File: src/sv/axclp_pkg.sv
// shared constants and types for the command line parser
`timescale 1ns / 1ps
`default_nettype none

package axclp_pkg;

	// accumulator width default
	localparam int unsigned VALUE_WIDTH_DEF = 16;

	// coordinate field width on the result beat
	localparam int unsigned COORD_W = 16;

	// beat widths
	localparam int unsigned IN_DATA_W  = 8;
	localparam int unsigned OUT_DATA_W = 40;

	// result beat bit positions
	localparam int unsigned OUT_HAS_X_B  = 0;
	localparam int unsigned OUT_X_LSB    = 1;
	localparam int unsigned OUT_HAS_Y_B  = 17;
	localparam int unsigned OUT_Y_LSB    = 18;
	localparam int unsigned OUT_HAS_M_B  = 34;
	localparam int unsigned OUT_MAG_ON_B = 35;
	localparam int unsigned OUT_HAS_B_B  = 36;
	localparam int unsigned OUT_BELT_LSB = 37;

	// ascii codes
	localparam logic [7:0] CH_CR    = 8'h0d;
	localparam logic [7:0] CH_LF    = 8'h0a;
	localparam logic [7:0] CH_SEMI  = 8'h3b;
	localparam logic [7:0] CH_SPACE = 8'h20;
	localparam logic [7:0] CH_ZERO  = 8'h30;
	localparam logic [7:0] CH_NINE  = 8'h39;
	localparam logic [7:0] CH_X_UC  = 8'h58;
	localparam logic [7:0] CH_X_LC  = 8'h78;
	localparam logic [7:0] CH_Y_UC  = 8'h59;
	localparam logic [7:0] CH_Y_LC  = 8'h79;
	localparam logic [7:0] CH_M_UC  = 8'h4d;
	localparam logic [7:0] CH_M_LC  = 8'h6d;
	localparam logic [7:0] CH_B_UC  = 8'h42;
	localparam logic [7:0] CH_B_LC  = 8'h62;

	// belt modes
	typedef enum logic [1:0] {
		BELT_STOP = 2'd0,
		BELT_FWD  = 2'd1,
		BELT_BWD  = 2'd2
	} belt_t;

	// one parsed command
	typedef struct packed {
		logic               has_x;
		logic [COORD_W-1:0] x_value;
		logic               has_y;
		logic [COORD_W-1:0] y_value;
		logic               has_magnet;
		logic               magnet_en;
		logic               has_belt;
		belt_t              belt_mode;
	} cmd_t;

endpackage

`default_nettype wire

File: src/sv/axis_command_line_parser.sv
// command line parser: ascii byte stream in, parsed motion commands out
//
// usage
//   slave side takes one ascii character per beat in s_axis_tdata; words are
//   X, Y, M or B (either case) followed by decimal digits, separated by spaces,
//   and a line ends with CR, LF or ';'
//   master side gives one beat per terminated line that carried at least one
//   good word; bad lines and empty lines give no beat
//   path: an accepted terminator goes through the input register, then one
//   pass of parse logic into the result register, which shows its beat
//   throughput: one character per cycle while the result side is not stalled;
//   every character takes exactly one pass, the loop is the parser state update
//   stall: the result register holds while m_axis_tready is low; the input
//   register keeps taking one more character, then s_axis_tready drops until
//   the result beat leaves
//   reset: arst_n low clears both valid flags, the parse mode and the pending
//   command; the accumulator saturates at 2^VALUE_WIDTH - 1
`timescale 1ns / 1ps
`default_nettype none

module axis_command_line_parser #(
	parameter int unsigned VALUE_WIDTH = axclp_pkg::VALUE_WIDTH_DEF
) (
	input  wire logic                             clk,
	input  wire logic                             arst_n,
	// slave side
	input  wire logic                             s_axis_tvalid,
	output logic                                  s_axis_tready,
	input  wire logic [axclp_pkg::IN_DATA_W-1:0]  s_axis_tdata,  // byte_in[7:0]
	// master side
	output logic                                  m_axis_tvalid,
	input  wire logic                             m_axis_tready,
	// has_x, x_value[15:0], has_y, y_value[15:0], has_magnet, magnet_en,
	// has_belt, belt_mode[1:0], one zero pad bit
	output logic [axclp_pkg::OUT_DATA_W-1:0]      m_axis_tdata
);

	import axclp_pkg::*;

	typedef enum logic [2:0] {
		MODE_IDLE,
		MODE_X,
		MODE_Y,
		MODE_M,
		MODE_B,
		MODE_BAD
	} mode_t;

	localparam int unsigned MUL_W = VALUE_WIDTH + 4;
	localparam logic [VALUE_WIDTH-1:0] ACC_MAX = {VALUE_WIDTH{1'b1}};

	// input register
	logic [7:0] byte_s1;
	logic       valid_s1;

	// parser state
	mode_t                  mode_q, mode_d;
	logic [VALUE_WIDTH-1:0] acc_q, acc_d;
	cmd_t                   pend_q, pend_d;

	// result register
	logic m_valid_q;

	logic advance;
	logic emit;
	cmd_t closed;
	cmd_t empty_cmd;
	logic is_term, is_digit, is_space, is_x, is_y, is_m, is_b;
	logic in_word;
	logic [MUL_W-1:0] acc_ext, acc_mul;
	mode_t letter_mode;

	// the parse pass runs whenever the result slot is free or draining
	assign advance       = valid_s1 && (!m_valid_q || m_axis_tready);
	assign s_axis_tready = !valid_s1 || advance;
	assign m_axis_tvalid = m_valid_q;

	assign empty_cmd = '0;

	// byte classes
	assign is_term  = (byte_s1 == CH_CR) || (byte_s1 == CH_LF) || (byte_s1 == CH_SEMI);
	assign is_digit = (byte_s1 >= CH_ZERO) && (byte_s1 <= CH_NINE);
	assign is_space = (byte_s1 == CH_SPACE);
	assign is_x     = (byte_s1 == CH_X_UC) || (byte_s1 == CH_X_LC);
	assign is_y     = (byte_s1 == CH_Y_UC) || (byte_s1 == CH_Y_LC);
	assign is_m     = (byte_s1 == CH_M_UC) || (byte_s1 == CH_M_LC);
	assign is_b     = (byte_s1 == CH_B_UC) || (byte_s1 == CH_B_LC);
	assign in_word  = (mode_q == MODE_X) || (mode_q == MODE_Y) ||
	                  (mode_q == MODE_M) || (mode_q == MODE_B);

	// acc * 10 + digit, saturated below
	assign acc_ext = MUL_W'(acc_q);
	assign acc_mul = (acc_ext << 3) + (acc_ext << 1) + MUL_W'(byte_s1[3:0]);

	always_comb begin
		if (is_x) begin
			letter_mode = MODE_X;
		end else if (is_y) begin
			letter_mode = MODE_Y;
		end else if (is_m) begin
			letter_mode = MODE_M;
		end else begin
			letter_mode = MODE_B;
		end
	end

	// pending command with the current word folded in
	always_comb begin
		closed = pend_q;
		unique case (mode_q)
			MODE_X: begin
				closed.has_x   = 1'b1;
				closed.x_value = COORD_W'(acc_q);
			end
			MODE_Y: begin
				closed.has_y   = 1'b1;
				closed.y_value = COORD_W'(acc_q);
			end
			MODE_M: begin
				closed.has_magnet = 1'b1;
				closed.magnet_en  = (acc_q != '0);
			end
			MODE_B: begin
				closed.has_belt = 1'b1;
				if (acc_q == '0) begin
					closed.belt_mode = BELT_STOP;
				end else if (acc_q == VALUE_WIDTH'(1)) begin
					closed.belt_mode = BELT_FWD;
				end else begin
					closed.belt_mode = BELT_BWD;
				end
			end
			default: begin
				closed = pend_q;
			end
		endcase
	end

	// one parse step
	always_comb begin
		mode_d = mode_q;
		acc_d  = acc_q;
		pend_d = pend_q;
		emit   = 1'b0;
		if (is_term) begin
			emit   = closed.has_x || closed.has_y || closed.has_magnet || closed.has_belt;
			pend_d = empty_cmd;
			mode_d = MODE_IDLE;
		end else if (mode_q == MODE_BAD) begin
			mode_d = MODE_BAD;
		end else if (is_digit) begin
			if (in_word) begin
				acc_d = (acc_mul[MUL_W-1:VALUE_WIDTH] != '0) ? ACC_MAX :
				        acc_mul[VALUE_WIDTH-1:0];
			end else begin
				mode_d = MODE_BAD;
				pend_d = empty_cmd;
			end
		end else if (is_x || is_y || is_m || is_b) begin
			if (mode_q == MODE_IDLE) begin
				acc_d  = '0;
				mode_d = letter_mode;
			end else begin
				mode_d = MODE_BAD;
				pend_d = empty_cmd;
			end
		end else if (is_space) begin
			pend_d = closed;
			mode_d = MODE_IDLE;
		end else begin
			// any other character spoils the line
			mode_d = MODE_BAD;
			pend_d = empty_cmd;
		end
	end

	// control registers
	always_ff @(posedge clk or negedge arst_n) begin
		if (!arst_n) begin
			valid_s1  <= 1'b0;
			m_valid_q <= 1'b0;
			mode_q    <= MODE_IDLE;
			acc_q     <= '0;
			pend_q    <= '0;
		end else begin
			if (s_axis_tready) begin
				valid_s1 <= s_axis_tvalid;
			end
			if (advance) begin
				mode_q    <= mode_d;
				acc_q     <= acc_d;
				pend_q    <= pend_d;
				m_valid_q <= emit;
			end else if (m_axis_tready) begin
				m_valid_q <= 1'b0;
			end
		end
	end

	// payload registers
	always_ff @(posedge clk) begin
		if (s_axis_tready && s_axis_tvalid) begin
			byte_s1 <= s_axis_tdata;
		end
		if (advance && emit) begin
			m_axis_tdata <= {1'b0, closed.belt_mode, closed.has_belt, closed.magnet_en,
			                 closed.has_magnet, closed.y_value, closed.has_y,
			                 closed.x_value, closed.has_x};
		end
	end

endmodule

`default_nettype wire

File: config.mk
export PLATFORM = sky130hd
export DESIGN_NAME = axis_command_line_parser
export DESIGN_NICKNAME = d
export VERILOG_FILES = /design/src/sv/axclp_pkg.sv /design/src/sv/axis_command_line_parser.sv
export SDC_FILE = /design/constraint.sdc
export NUM_CORES = 1
export LEC_CHECK = 0
export BUFFER_PORTS_ARGS = -buffer_cell sky130_fd_sc_hd__buf_2
export CAP_MARGIN = 20
export CORE_MARGIN = 3
export CORE_UTILIZATION = 50
export DETAILED_ROUTE_END_ITERATION = 8
export PLACE_DENSITY = 0.69
export SETUP_SLACK_MARGIN = 0.15
export SLEW_MARGIN = 20
export SYNTH_ARGS = -nofsm -noshare
export SYNTH_HDL_FRONTEND = slang
export SYNTH_SLANG_ARGS = --single-unit
File: constraint.sdc
create_clock -name clk -period 6.9 [get_ports clk]
set_input_delay 0.69 -clock clk [delete_from_list [all_inputs] [get_ports clk]]
set_output_delay 0.69 -clock clk [all_outputs]
set_load 0.02 [all_outputs]
== Yosys cells after proc, flatten, opt, wreduce, memory -nomap -nowiden ==
Cells that the tools add are included.
Storage, ports and cells
  register bits: 107
  output and inout bits: 42
Cells by class
  add/sub/neg operators: 2
  magnitude comparators: 2
  equality and inequality tests: 23
  multiplexer cells: 31
  bitwise operators: 2
  reduce and logical (&&, ||, !) cells: 33
Operators with widths (number)
  $mux W39: 7
  $mux W16: 5
  $eq A8 B7 Y1 const B: 8
  $mux W17: 2
  $mux W3: 11
  $add A19 B17 Y20: 1
  $add A20 B4 Y20: 1
  $logic_or A1 B1 Y1: 17
  $eq A16 B1 Y1 const B: 1
  $eq A8 B4 Y1 const B: 2
  $eq A8 B6 Y1 const B: 2
  $logic_not A16 Y1: 1
  $reduce_bool A16 Y1: 1
  $ge A8 B6 Y1 const B: 1
  $le A8 B6 Y1 const B: 1
  $eq A3 B2 Y1 const B: 2
  $eq A3 B3 Y1 const B: 2
  $mux W2: 3
  $reduce_and A6 Y1: 1
  $reduce_bool A2 Y1: 3
  $logic_and A1 B1 Y1: 4
  $ne A4 B3 Y1 const B: 1
  $ne A4 B4 Y1 const B: 1
  $reduce_and A4 Y1: 1
  other kinds (10): 14

== Longest topological paths before layout ==
  word-level depth: 10
  gate-level depth with buffers: 11
  gate-level depth less buffers: 11

== Worst setup path before layout ==
OpenSTA, ideal clock, no wires.
  kind: register to register
  start point: register byte_s1[3]
  end point: register acc_q[14]
  library setup time: 0.124 ns
  arrival: 3.107 ns
  setup slack: 3.669 ns
  stages on the path, launching flop included: 11
  clock period less this slack: 3.231 ns
  cell sequence: edfxtp_1 > fa_1 > inv_1 > fa_1 > nand2b_1 > a21o_1 > a211o_1 > and3_1 > a311oi_4 > a31oi_4 > a211o_1
Between the ends
  cells in the longest elaborated chain, start to end: 7
  elaborated cells on any way between the ends: 33
  classes of those cells: 1 x add/sub; 2 x order compare; 12 x eq/ne; 3 x mux; 1 x bitwise; 14 x reduce/logical
RTL lines
  start: declaration: line axis_command_line_parser.sv:53  | logic [7:0] byte_s1;
  start signal: assignment: line axis_command_line_parser.sv:203  | byte_s1 <= s_axis_tdata;
  parallel branches: the longest is 7 deep, another holds $add A20 B4 Y20
  end signal: assignment: line axis_command_line_parser.sv:183  | acc_q <= '0;
  end signal: assignment: line axis_command_line_parser.sv:191  | acc_q <= acc_d;
  end: declaration: line axis_command_line_parser.sv:58  | logic [VALUE_WIDTH-1:0] acc_q, acc_d;
Several ways; the timed one is not identified. The select of a mux whose other input is x is not followed.
A chain may end at the register's enable or synchronous reset.

== Worst setup path after layout ==
  start point: register byte_s1[3]
  end point: register acc_q[9]
Same word-level chain as after synthesis.

==> reports/metrics.yaml <==
drt-total-wl_mm: 12.5
cts_tree: "built"
layout_commonest_cell: "nand2_1"
relSlewSlack: 0.409
avgRoutedWirePerCell_um: 17.4
cp_max_fo: 9
ant_nets: 0
fp.dieW_um: 113
comb_power_share: 0.065
rsz0062_at_grt: "false"
hpwlAfterDp_mm: 8.82
cts_resized: 0
swShare: 0.227
fin_nets: 618
synth_seq_area_share: 0.507
path_class: "flop to flop"
utilization: 0.581
max_freq_mhz: 281
synth_edf_count: 47
io-pin-count: 54
cts_max_path_buffers: 2
syn_area_per_cell_um2: 10.7
ir_worst_vdd_mv: 0.113
ys_seq_elements: 107
worstPathRequired_ns: 7.12
clkTransAtPathRegs_ns: 0.08
synth_warnings: 0
antenna_cells: 0
max_cap_viol_count: 0
initial_core_util: 0.521
r2r_setup_slack_ns: 3.34
drcViolationCount: 0
synth_area_um2: 5740
cts.sinks: 107
final_cell_mix: "nand2_1 (94), dfrtp_1 (60), buf_2 (52), edfxtp_1 (47), o21ai_0 (46)"
placed_area_um2: 6100
fin_crit_sh: 0.517
fin_ws_ns: 3.34
rr_endpoint: "acc_q[9]$_DFFE_PN0P_"
placeableCoreArea_um2: 11000
grt_overflow: 0
dieHeight_um: 113
status: "finished clean"
root_buffer: "clkbuf_16"
r2r.worst_path.cells: 9
layout_min_cycle_time_ns: 3.56
first_global_vias: 4109
fillers: 936
grt_max_degree: 78
htree_levels: 3
hold_path_class: "input pin to async pin"
crit_path_start_kind: "flop"
gp_congestion: 0.893
cts_setup_buffers: 0
portBuffers: 52
place_ws_ns: 3.38
powerDensity_nw_per_um2: 201
ys_async_sr_fraction: 0.561
crit_path_end_kind: "flop"
hold_slack_ns: 0.479
setup-violations-final: 0
ys_types: 60
drv_slew: 0
grt_pass1_wl_mm: 21.1
rows: 38
seqPwrFrac: 0.533
postLayoutCellArea_um2: 6410
drt_iter0_drc: 341
switching_power_uw: 293
tightest_slew_ns: 0.885
drive_above_1_share: 0.201
worstSkewPairLatency_ns: 0.35
timing.rr.start: "byte_s1[3]$_DFFE_PP_"
area_growth_pct: 11.6
worstPathArrival_ns: 3.78
p_clk_frac: 0.402
grt_antenna_before_repair: 0
syn-instance-count: 535
p_int_uw: 996
first_pass_iters: 4
hold_viol_final: 0
cts_hold_buf: 0
multi_input_area_um2: 2670
synth_nets: 580
tns_ns: 0
vias: 4163
seqCellArea_um2: 2910
synth_ff_type: "dfrtp_1"
drt-vias-per-instance: 5.80
clock_skew_ns: 0.0112
die_area_um2: 12800
static-leakage-power_uw: 0.00288
grt_use_total: 0.206
cts_buffers: 9
cells in the mapped netlist, types with 2 or more instances:
cell type  number  area [µm²]
a211o_1         5        43.8
a211oi_1        4        30.0
a21o_1          6        45.0
a21oi_1        17        85.1
a221o_1         5        50.1
a22o_1          8        70.1
a31oi_1         2        12.5
and2_1          3        18.8
and3_1          2        12.5
buf_2           4        20.0
clkbuf_1       23        86.3
dfrtp_1        60        1500
edfxtp_1       47        1410
fa_1            2        40.0
ha_1           31         388
inv_1          13        48.8
mux2_2         33         372
mux2i_1         2        20.0
nand2_1        94         353
nand2b_1        9        56.3
nand3_1         6        30.0
nand3b_1        5        37.5
nand4_1         9        56.3
nand4b_1        3        26.3
nor2_1         24        90.1
nor3_1          8        40.0
nor3b_1         3        22.5
nor4_1          4        25.0
o2111ai_1       3        26.3
o211ai_1        5        37.5
o21a_1          3        22.5
o21ai_0        46         230
o21ai_1         3        15.0
o21bai_1        2        15.0
o22a_1          3        26.3
o31ai_1         4        30.0
o41ai_1         2        17.5
xnor2_1         5        43.8
xor2_1          6        52.6
worst max-delay path by stage:
stage / from / end / slack (ns)
5_1_grt: byte_s1[3]$_DFFE_PP_ / acc_q[9]$_DFFE_PN0P_ / 3.03
2_1_floorplan: byte_s1[3]$_DFFE_PP_ / acc_q[14]$_DFFE_PN0P_ / 3.67
3_3_place_gp: byte_s1[3]$_DFFE_PP_ / acc_q[14]$_DFFE_PN0P_ / 3.48
4_1_cts: byte_s1[3]$_DFFE_PP_ / acc_q[9]$_DFFE_PN0P_ / 3.34
6_report: byte_s1[3]$_DFFE_PP_ / acc_q[9]$_DFFE_PN0P_ / 3.34
3_5_place_dp: byte_s1[3]$_DFFE_PP_ / acc_q[15]$_DFFE_PN0P_ / 3.38
through the flow:
stage	std cells	total power, µW
final	718	1290
after floorplan	535	755
after detailed placement	702	783
after CTS	718	1300
after global placement	702	782
after global routing	718	1340
per-layer routing:
metal  vias up  wire, µm  share of wire  track usage
met2        84      5920           0.47        0.324
li1       2031         -              -            -
met1      2030      5970           0.48        0.295
met5         -         0              0            0
met4         0       220          0.018       0.0673
met3        18       371          0.030       0.0305
registers in the layout (all words and copies together), names as in the netlist:
| register | count |
|---|---|
| mode_q | 3 |
| valid_s1 | 1 |
| m_axis_tvalid | 1 |
| acc_q | 16 |
| pend_q | 39 |
| m_axis_tdata | 39 |
| byte_s1 | 8 |
power by group through the flow:
stage	Clock [µW]	Sequential, µW	Combinational [µW]
after floorplan	0	692	62.3
after global placement	0	699	82.6
after detailed placement	0	700	83.1
after CTS	528	687	84.0
after global routing	554	689	94.1
final	518	687	83.7
cells by family (layout without fill, tap and decap cells):
logic type / after synthesis / in the layout / share of synthesized area
simple gates: 178 / 178 / 0.145
other cells: 1 / 1 / 0.000653
flops: 107 / 107 / 0.507
compound gates: 126 / 126 / 0.153
xor+xnor: 11 / 11 / 0.0168
mux: 36 / 36 / 0.0721
buf+inv: 43 / 86 / 0.0309
fa+ha+maj: 33 / 33 / 0.0745
area by class of cell:
class,instances,area share
clock buffer,11,0.0379
inverter,13,0.00761
clock inverter,5,0.00957
sequential,107,0.455
multi-input combinational,385,0.417
timing repair buffer,57,0.0465
tap,140,0.0273
critical path, cell delays in order (launching register included):
cell	delay (ns)
edfxtp_1	0.49
fa_1	0.55
ha_1	0.33
a211o_1	0.35
a2111oi_4	0.47
o21ai_1	0.18
a31oi_1	0.19
o21a_1	0.37
a31oi_4	0.19
a211o_1	0.32
Note: power is estimated with default switching activity, not from simulation.
